File: src/sine_hermite_interp_q15_core_defines.svh
// Assertion macros for the sine Hermite interpolation core.
`ifndef SINE_HERMITE_INTERP_Q15_CORE_DEFINES_SVH
`define SINE_HERMITE_INTERP_Q15_CORE_DEFINES_SVH
`ifndef ASSERT_OFF
`define SHI_ASSERT_IMPLIES(label, clk, rst_n, ante, cons) \
    label: assert property (@(posedge clk) disable iff (!rst_n) (ante) |-> (cons)) \
        else $error("shi assertion failed");
`define SHI_ASSERT_ALWAYS(label, clk, rst_n, cond) \
    label: assert property (@(posedge clk) disable iff (!rst_n) (cond)) \
        else $error("shi assertion failed");
`else
`define SHI_ASSERT_IMPLIES(label, clk, rst_n, ante, cons)
`define SHI_ASSERT_ALWAYS(label, clk, rst_n, cond)
`endif
`endif

File: src/shi_pkg.sv
// Types, widths and the sine ROM for the Hermite sine core.
package shi_pkg;

    localparam int TABLE_ENTRIES = 128;
    localparam int IDX_W         = $clog2(TABLE_ENTRIES);
    localparam int QUARTER       = TABLE_ENTRIES / 4;
    localparam int QW_IDX_W      = IDX_W - 1;
    localparam int ANGLE_W       = 15;
    localparam int FRAC_W        = ANGLE_W - IDX_W;
    localparam int SAMPLE_W      = 17;
    localparam int SLOPE_W       = 12;
    localparam int TSQ_W         = 2 * FRAC_W;
    localparam int T_W           = 15;
    localparam int COEF_W        = 20;
    localparam int TERM_W        = 21;
    localparam int SUM_W         = 23;
    localparam int SINE_W        = 17;
    localparam int S_TDATA_W     = 16;
    localparam int M_TDATA_W     = 24;

    // 2*pi/128 in Q15
    localparam logic signed [SLOPE_W-1:0] SLOPE_SCALE = 12'sd1608;

    localparam logic signed [SAMPLE_W-1:0] QUARTER_WAVE [0:QUARTER] = '{
        17'sd0,     17'sd1608,  17'sd3212,  17'sd4808,
        17'sd6393,  17'sd7962,  17'sd9512,  17'sd11039,
        17'sd12540, 17'sd14010, 17'sd15447, 17'sd16846,
        17'sd18205, 17'sd19520, 17'sd20788, 17'sd22006,
        17'sd23170, 17'sd24279, 17'sd25330, 17'sd26320,
        17'sd27246, 17'sd28106, 17'sd28899, 17'sd29622,
        17'sd30274, 17'sd30853, 17'sd31357, 17'sd31786,
        17'sd32138, 17'sd32413, 17'sd32610, 17'sd32729,
        17'sd32768
    };

    // full-wave sine from the quarter-wave table by symmetry
    function automatic logic signed [SAMPLE_W-1:0] rom_read(input logic [IDX_W-1:0] k);
        logic [1:0]                quad;
        logic [IDX_W-3:0]          r;
        logic [QW_IDX_W-1:0]       qi;
        logic signed [SAMPLE_W-1:0] v;
        quad = k[IDX_W-1 -: 2];
        r    = k[IDX_W-3:0];
        if (quad[0])
            qi = QW_IDX_W'(QUARTER) - {1'b0, r};
        else
            qi = {1'b0, r};
        v = QUARTER_WAVE[qi];
        return quad[1] ? -v : v;
    endfunction

    typedef struct packed {
        logic signed [SAMPLE_W-1:0] f0;
        logic signed [SAMPLE_W-1:0] f1;
        logic signed [SAMPLE_W-1:0] d0;
        logic signed [SAMPLE_W-1:0] d1;
        logic [FRAC_W-1:0]          tf;
    } fetch_t;

    typedef struct packed {
        logic signed [COEF_W-1:0]  a;
        logic signed [COEF_W-1:0]  b;
        logic signed [SLOPE_W-1:0] df0;
        logic signed [SAMPLE_W-1:0] f0;
        logic [T_W-1:0]            t1;
        logic [T_W-1:0]            t2;
        logic [T_W-1:0]            t3;
    } poly_t;

endpackage

File: src/shi_fetch.sv
// Stage 1: split the angle and read samples and slopes from the ROM.
module shi_fetch
    import shi_pkg::*;
(
    input  logic               clk,
    input  logic               rst_n,
    input  logic               in_valid,
    output logic               in_ready,
    input  logic [ANGLE_W-1:0] angle,
    output logic               out_valid,
    input  logic               out_ready,
    output fetch_t             out_data
);

    logic               valid_reg;
    fetch_t             data_reg;
    fetch_t             data_next;
    logic [IDX_W-1:0]   idx0;
    logic [IDX_W-1:0]   idx1;
    logic [IDX_W-1:0]   didx0;
    logic [IDX_W-1:0]   didx1;

    assign in_ready = !valid_reg || out_ready;

    always_comb
    begin
        idx0  = angle[ANGLE_W-1 -: IDX_W];
        idx1  = idx0 + IDX_W'(1);
        // cosine at i is sine at quarter turn minus i
        didx0 = IDX_W'(QUARTER) - idx0;
        didx1 = IDX_W'(QUARTER - 1) - idx0;
        data_next.f0 = rom_read(idx0);
        data_next.f1 = rom_read(idx1);
        data_next.d0 = rom_read(didx0);
        data_next.d1 = rom_read(didx1);
        data_next.tf = angle[FRAC_W-1:0];
    end

    always_ff @(posedge clk or negedge rst_n)
    begin
        if (!rst_n)
            valid_reg <= 1'b0;
        else if (in_ready)
            valid_reg <= in_valid;
    end

    always_ff @(posedge clk)
    begin
        if (in_ready && in_valid)
            data_reg <= data_next;
    end

    assign out_valid = valid_reg;
    assign out_data  = data_reg;

endmodule

File: src/shi_coef.sv
// Stages 2-3: scale slopes, form t powers and the Hermite coefficients.
module shi_coef
    import shi_pkg::*;
(
    input  logic   clk,
    input  logic   rst_n,
    input  logic   in_valid,
    output logic   in_ready,
    input  fetch_t in_data,
    output logic   out_valid,
    input  logic   out_ready,
    output poly_t  out_data
);

    localparam int DPROD_W = SAMPLE_W + SLOPE_W;
    localparam int T3P_W   = TSQ_W + FRAC_W;

    // stage 2 registers
    logic                       v2_reg;
    logic signed [SAMPLE_W-1:0] f0_reg;
    logic signed [SAMPLE_W-1:0] f1_reg;
    logic signed [SLOPE_W-1:0]  df0_reg;
    logic signed [SLOPE_W-1:0]  df1_reg;
    logic [TSQ_W-1:0]           tsq_reg;
    logic [FRAC_W-1:0]          tf_reg;
    // stage 3
    logic                       v3_reg;
    poly_t                      poly_reg;
    poly_t                      poly_next;

    logic                       ready2;
    logic                       ready3;
    logic signed [DPROD_W-1:0]  d0_prod;
    logic signed [DPROD_W-1:0]  d1_prod;
    logic [T3P_W-1:0]           t3_prod;
    logic signed [COEF_W-1:0]   f0_x;
    logic signed [COEF_W-1:0]   f1_x;
    logic signed [COEF_W-1:0]   df0_x;
    logic signed [COEF_W-1:0]   df1_x;

    assign ready3   = !v3_reg || out_ready;
    assign ready2   = !v2_reg || ready3;
    assign in_ready = ready2;

    always_comb
    begin
        d0_prod = DPROD_W'(in_data.d0) * DPROD_W'(SLOPE_SCALE);
        d1_prod = DPROD_W'(in_data.d1) * DPROD_W'(SLOPE_SCALE);
    end

    always_comb
    begin
        f0_x    = COEF_W'(f0_reg);
        f1_x    = COEF_W'(f1_reg);
        df0_x   = COEF_W'(df0_reg);
        df1_x   = COEF_W'(df1_reg);
        t3_prod = T3P_W'(tsq_reg) * T3P_W'(tf_reg);
        poly_next.a   = df0_x + ((f0_x - f1_x) <<< 1) + df1_x;
        poly_next.b   = (f1_x - f0_x) * COEF_W'(3) - (df0_x <<< 1) - df1_x;
        poly_next.df0 = df0_reg;
        poly_next.f0  = f0_reg;
        poly_next.t1  = T_W'({tf_reg, 7'b0});
        poly_next.t2  = T_W'(tsq_reg >> 1);
        poly_next.t3  = T_W'(t3_prod >> 9);
    end

    always_ff @(posedge clk or negedge rst_n)
    begin
        if (!rst_n)
        begin
            v2_reg <= 1'b0;
            v3_reg <= 1'b0;
        end
        else
        begin
            if (ready2)
                v2_reg <= in_valid;
            if (ready3)
                v3_reg <= v2_reg;
        end
    end

    always_ff @(posedge clk)
    begin
        if (ready2 && in_valid)
        begin
            f0_reg  <= in_data.f0;
            f1_reg  <= in_data.f1;
            df0_reg <= SLOPE_W'(d0_prod >>> 15);
            df1_reg <= SLOPE_W'(d1_prod >>> 15);
            tsq_reg <= TSQ_W'(in_data.tf) * TSQ_W'(in_data.tf);
            tf_reg  <= in_data.tf;
        end
        if (ready3 && v2_reg)
            poly_reg <= poly_next;
    end

    assign out_valid = v3_reg;
    assign out_data  = poly_reg;

endmodule

File: src/shi_eval.sv
// Stages 4-5: the three Q15 products, then the final sum into the output register.
module shi_eval
    import shi_pkg::*;
(
    input  logic              clk,
    input  logic              rst_n,
    input  logic              in_valid,
    output logic              in_ready,
    input  poly_t             in_data,
    output logic              out_valid,
    input  logic              out_ready,
    output logic [SINE_W-1:0] sine
);

    localparam int PA_W = COEF_W + T_W + 1;
    localparam int PC_W = SLOPE_W + T_W + 1;

    logic                       v4_reg;
    logic signed [TERM_W-1:0]   pa_reg;
    logic signed [TERM_W-1:0]   pb_reg;
    logic signed [TERM_W-1:0]   pc_reg;
    logic signed [SAMPLE_W-1:0] f0_reg;
    logic                       v5_reg;
    logic [SINE_W-1:0]          sine_reg;

    logic                       ready4;
    logic                       ready5;
    logic signed [PA_W-1:0]     pa_full;
    logic signed [PA_W-1:0]     pb_full;
    logic signed [PC_W-1:0]     pc_full;
    logic signed [SUM_W-1:0]    sum;

    assign ready5   = !v5_reg || out_ready;
    assign ready4   = !v4_reg || ready5;
    assign in_ready = ready4;

    always_comb
    begin
        pa_full = PA_W'(in_data.a) * $signed(PA_W'({1'b0, in_data.t3}));
        pb_full = PA_W'(in_data.b) * $signed(PA_W'({1'b0, in_data.t2}));
        pc_full = PC_W'(in_data.df0) * $signed(PC_W'({1'b0, in_data.t1}));
        sum     = SUM_W'(pa_reg) + SUM_W'(pb_reg) + SUM_W'(pc_reg) + SUM_W'(f0_reg);
    end

    always_ff @(posedge clk or negedge rst_n)
    begin
        if (!rst_n)
        begin
            v4_reg <= 1'b0;
            v5_reg <= 1'b0;
        end
        else
        begin
            if (ready4)
                v4_reg <= in_valid;
            if (ready5)
                v5_reg <= v4_reg;
        end
    end

    always_ff @(posedge clk)
    begin
        if (ready4 && in_valid)
        begin
            // floor shift of each product
            pa_reg <= TERM_W'(pa_full >>> 15);
            pb_reg <= TERM_W'(pb_full >>> 15);
            pc_reg <= TERM_W'(pc_full >>> 15);
            f0_reg <= in_data.f0;
        end
        if (ready5 && v4_reg)
            sine_reg <= sum[SINE_W-1:0];
    end

    assign out_valid = v5_reg;
    assign sine      = sine_reg;

endmodule

File: src/sine_hermite_interp_q15_core.sv
// Throughput: one word per cycle while the output is not held back; an accepted
// angle passes five register stages (ROM read, slope scale and t squared,
// coefficients and t cubed, three products, final sum) to its sine word.
// Stages hold under back-pressure and empty stages fill, so no word is lost.
// Reset (rst_n, async, active low) clears all stage valid bits; data is not reset.
// Top level of the cubic Hermite Q15 sine core.
`include "sine_hermite_interp_q15_core_defines.svh"
module sine_hermite_interp_q15_core
    import shi_pkg::*;
(
    input  logic                 clk,
    input  logic                 rst_n,
    input  logic                 s_axis_tvalid,
    output logic                 s_axis_tready,
    input  logic [S_TDATA_W-1:0] s_axis_tdata,  // [14:0] angle, [15] zero
    output logic                 m_axis_tvalid,
    input  logic                 m_axis_tready,
    output logic [M_TDATA_W-1:0] m_axis_tdata   // [16:0] sine, [23:17] zero
);

    localparam logic signed [SINE_W-1:0] SINE_LIMIT = 17'sd32800;

    logic              fetch_valid;
    logic              coef_ready;
    fetch_t            fetch_data;
    logic              coef_valid;
    logic              eval_ready;
    poly_t             coef_data;
    logic [SINE_W-1:0] sine;
    logic              out_held;
    logic              sine_in_range;

    shi_fetch u_fetch (
        .clk       (clk),
        .rst_n     (rst_n),
        .in_valid  (s_axis_tvalid),
        .in_ready  (s_axis_tready),
        .angle     (s_axis_tdata[ANGLE_W-1:0]),
        .out_valid (fetch_valid),
        .out_ready (coef_ready),
        .out_data  (fetch_data)
    );

    shi_coef u_coef (
        .clk       (clk),
        .rst_n     (rst_n),
        .in_valid  (fetch_valid),
        .in_ready  (coef_ready),
        .in_data   (fetch_data),
        .out_valid (coef_valid),
        .out_ready (eval_ready),
        .out_data  (coef_data)
    );

    shi_eval u_eval (
        .clk       (clk),
        .rst_n     (rst_n),
        .in_valid  (coef_valid),
        .in_ready  (eval_ready),
        .in_data   (coef_data),
        .out_valid (m_axis_tvalid),
        .out_ready (m_axis_tready),
        .sine      (sine)
    );

    assign m_axis_tdata = {{(M_TDATA_W - SINE_W){1'b0}}, sine};

    assign out_held      = m_axis_tvalid && !m_axis_tready;
    assign sine_in_range = ($signed(sine) <= SINE_LIMIT) && ($signed(sine) >= -SINE_LIMIT);

    // input stalls only when the output word is held back
    `SHI_ASSERT_IMPLIES(a_stall_from_output, clk, rst_n, !s_axis_tready, out_held)
    `SHI_ASSERT_IMPLIES(a_sine_range, clk, rst_n, m_axis_tvalid, sine_in_range)
    `SHI_ASSERT_IMPLIES(a_inner_drain, clk, rst_n, m_axis_tready, coef_ready && eval_ready)

endmodule

File: config.mk
export PLATFORM = sky130hd
export DESIGN_NAME = sine_hermite_interp_q15_core
export DESIGN_NICKNAME = d
export VERILOG_FILES = /design/src/shi_pkg.sv /design/src/shi_fetch.sv /design/src/shi_coef.sv /design/src/shi_eval.sv /design/src/sine_hermite_interp_q15_core.sv
export VERILOG_INCLUDE_DIRS = /design/src /design/src/src
export SDC_FILE = /design/constraint.sdc
export NUM_CORES = 2
export LEC_CHECK = 0
export ABC_CLOCK_PERIOD_IN_PS = 8000
export BUFFER_PORTS_ARGS = -buffer_cell sky130_fd_sc_hd__buf_2
export CAP_MARGIN = 5
export CORE_MARGIN = 2
export CORE_UTILIZATION = 50
export CTS_CLUSTER_DIAMETER = 60
export DETAILED_ROUTE_END_ITERATION = 6
export PLACE_DENSITY = 0.66
export SLEW_MARGIN = 20
export SYNTH_ARGS = -nofsm -noshare
export SYNTH_HDL_FRONTEND = slang
export SYNTH_HIERARCHICAL = 1
export SYNTH_SLANG_ARGS = --single-unit
File: constraint.sdc
create_clock -name clk -period 8 [get_ports clk]
set_input_delay 0.4 -clock clk [delete_from_list [all_inputs] [get_ports clk]]
set_output_delay 0.4 -clock clk [all_outputs]
set_load 0.01 [all_outputs]
==> reports/metrics.yaml <==
core_area_sq_um: 118000
place.gp.congestion: 0.928
period_needed_ps: 6930
drive_gt1_share_pct: 4.71
cts_tree: "yes"
synthCells: 6235
ys_types: 128
io_buffers: 37
largest_register_ffs: 106
cts_buffers: 51
synth_seq_cells: 348
synth_flop_cell: "edfxtp_1"
worstMarginPinSlew_ps: 1170
die_x_um: 348
final_core_util_pct: 52.9
synth-edff-count: 343
syn_avg_cell_area_sq_um: 9.48
cap_viol_max_count: 0
grt_first_pass_wirelength_um: 232000
fmax_mhz: 144
die_area_sq_um: 121000
end_kind: "flip-flop"
rows: 126
seq_area_frac_synth_pct: 17.6
setup_tns_ps: 0
drtAntennaViolNets: 0
first_iter_violations: 2733
via_per_inst: 5.45
drv_slew: 0
clk_pin_slew_worst_paths_ps: 60
drc_errors: 0
num_vias: 42000
cp.arrival_ps: 7320
cts.sinks: 348
io_pins: 46
die_h_um: 348
insertion_delay_ps: 630
period_share_pct: 86.7
grt_pass1_vias: 43600
slew_headroom_pct: 22.3
layout_commonest_cell: "inv_1"
totalWireLength_um: 143000
htreeDepth: 2
ctsResizeCount: 0
hold_class: "input pin to flip-flop"
final_cell_mix: "inv_1, fa_1, nand2_1"
status: "complete, no violations"
cp-start-kind: "flip-flop"
grt.overflow.total: 0
grt.total_usage_pct: 24.1
start_util_pct: 50.3
final_hold_viol_count: 0
critPathKind: "flip-flop to flip-flop"
layout.nets: 7605
dr.pass1.iters: 7
area_growth_pct: 5.28
fin_skew_ps: 17.7
cp.required_ps: 8380
cts_root_buffer: "clkbuf_16"
grt_max_degree: 72
clockBufferDepth: 3
wl_per_cell_um: 18.5
syn_area_sq_um: 59100
setup_violations: 0
async_flop_share_pct: 1.44
crit_fanout: 21
dpl.hpwl_um: 112000
antenna_found_initial: 7
rsz0062_at_grt: "false"
synth_warnings: 6
==> routing by layer <==
layer  global-route usage (%)  routed length, um  vias to the layer above
met4                     9.10               5850                        0
met3                     2.54               6680                      249
li1                         -                  -                    19500
met1                     31.4              59700                    21000
met5                        0                  0                        -
met2                     41.4              70300                     1138
==> cell type report <==
class	count	area [sq um]
Multi-Input combinational cell	4340	42600
Inverter	1278	4800
Sequential cell	348	10400
Tap cell	1536	1920
Antenna cell	5	12.5
Clock buffer	57	1340
Clock inverter	39	487
Timing Repair Buffer	95	648
Fill cell	10700	55400
==> synth_stat cells, drive strengths merged (13+ instances only) <==
| cell | instances | area share, % |
|---|---|---|
| a2111oi | 16 | 0.32 |
| a211o | 13 | 0.19 |
| a211oi | 36 | 0.50 |
| a21boi | 16 | 0.22 |
| a21o | 67 | 0.85 |
| a21oi | 205 | 1.8 |
| a22oi | 13 | 0.17 |
| a311oi | 13 | 0.23 |
| a31oi | 29 | 0.32 |
| and2 | 459 | 4.9 |
| and3 | 24 | 0.25 |
| buf | 101 | 1.1 |
| clkbuf | 183 | 1.2 |
| edfxtp | 343 | 17 |
| fa | 902 | 31 |
| ha | 569 | 12 |
| inv | 1276 | 8.1 |
| mux2i | 14 | 0.24 |
| nand2 | 633 | 4.0 |
| nand2b | 45 | 0.48 |
| nand3 | 60 | 0.51 |
| nand4 | 19 | 0.20 |
| nor2 | 228 | 1.5 |
| nor2b | 50 | 0.53 |
| nor3 | 93 | 0.82 |
| nor4 | 18 | 0.29 |
| o211ai | 18 | 0.24 |
| o21a | 24 | 0.30 |
| o21ai | 170 | 1.5 |
| o21bai | 15 | 0.19 |
| o22ai | 15 | 0.16 |
| o31a | 14 | 0.21 |
| o31ai | 26 | 0.40 |
| or2 | 18 | 0.19 |
| or3 | 25 | 0.28 |
| xnor2 | 229 | 3.5 |
| xor2 | 81 | 1.2 |
==> repair_timing <==
item,in CTS,in global routing
hold endpoints to repair,14,0
hold buffers,10,0
buffers inserted,0,0
==> stage by stage <==
| step | setup WS, ps | hold WS [ps] | cells | area (sq um) |
|---|---|---|---|---|
| floorplan | 1920 | 104 | 6250 | 59200 |
| global placement | 1190 | 217 | 7587 | 60300 |
| detailed placement | 1110 | 219 | 7587 | 60300 |
| CTS | 1080 | 41.3 | 7693 | 62200 |
| global route | 747 | 73.7 | 7693 | 62200 |
| finish | 1070 | 72.0 | 7698 | 62300 |
==> critical path, cell delays in order (launching register included) <==
cell      delay [ps]
edfxtp_1        1110
nand2_1          170
fa_1             440
inv_1             80
fa_1             420
inv_1            100
fa_1             380
inv_1             80
fa_1             430
fa_1             510
fa_1             440
ha_1             330
a21oi_1          150
o21ai_0          200
o311ai_0         630
a31o_2           350
a311oi_2         160
or3_4            430
a21oi_2          170
xnor2_1           80
==> logic make-up (layout without fill, tap and decap cells) <==
logic type      Yosys count  in the layout  share of synthesized area (%)
flops                   348            348                           17.6
buf+inv                1562           1469                           10.4
other cells               2             22                         0.0127
simple gates           1706           1706                           14.5
xor+xnor                311            311                           4.80
compound gates          811            811                           9.66
mux                      24             24                          0.434
fa+ha+maj              1471           1471                           42.6
==> final timing paths <==
path | endpoint | from | depth (start not counted) | slack (ps)
setup / recovery | u_eval/pa_reg[15]$_DFFE_PP_ | u_coef/out_data[11]$_DFFE_PP_ | 19 | 1070
hold / removal | u_eval/out_valid$_DFFE_PN0P_ | m_axis_tready | 3 | 70
setup reg to reg | u_eval/pa_reg[15]$_DFFE_PP_ | u_coef/out_data[11]$_DFFE_PP_ | 19 | 1070
hold reg to reg | u_coef/f0_reg[6]$_DFFE_PP_ | u_fetch/out_data[65]$_DFFE_PP_ | 0 | 410
max in group asynchronous | u_coef/v2_reg$_DFFE_PN0N_ | rst_n | 2 | 7760
min in group asynchronous | u_eval/v4_reg$_DFFE_PN0N_ | rst_n | 2 | 120
Power is left out: the tool's default activity adds up to more than one toggle a clock period on the data nets, which glitch-free logic cannot reach.
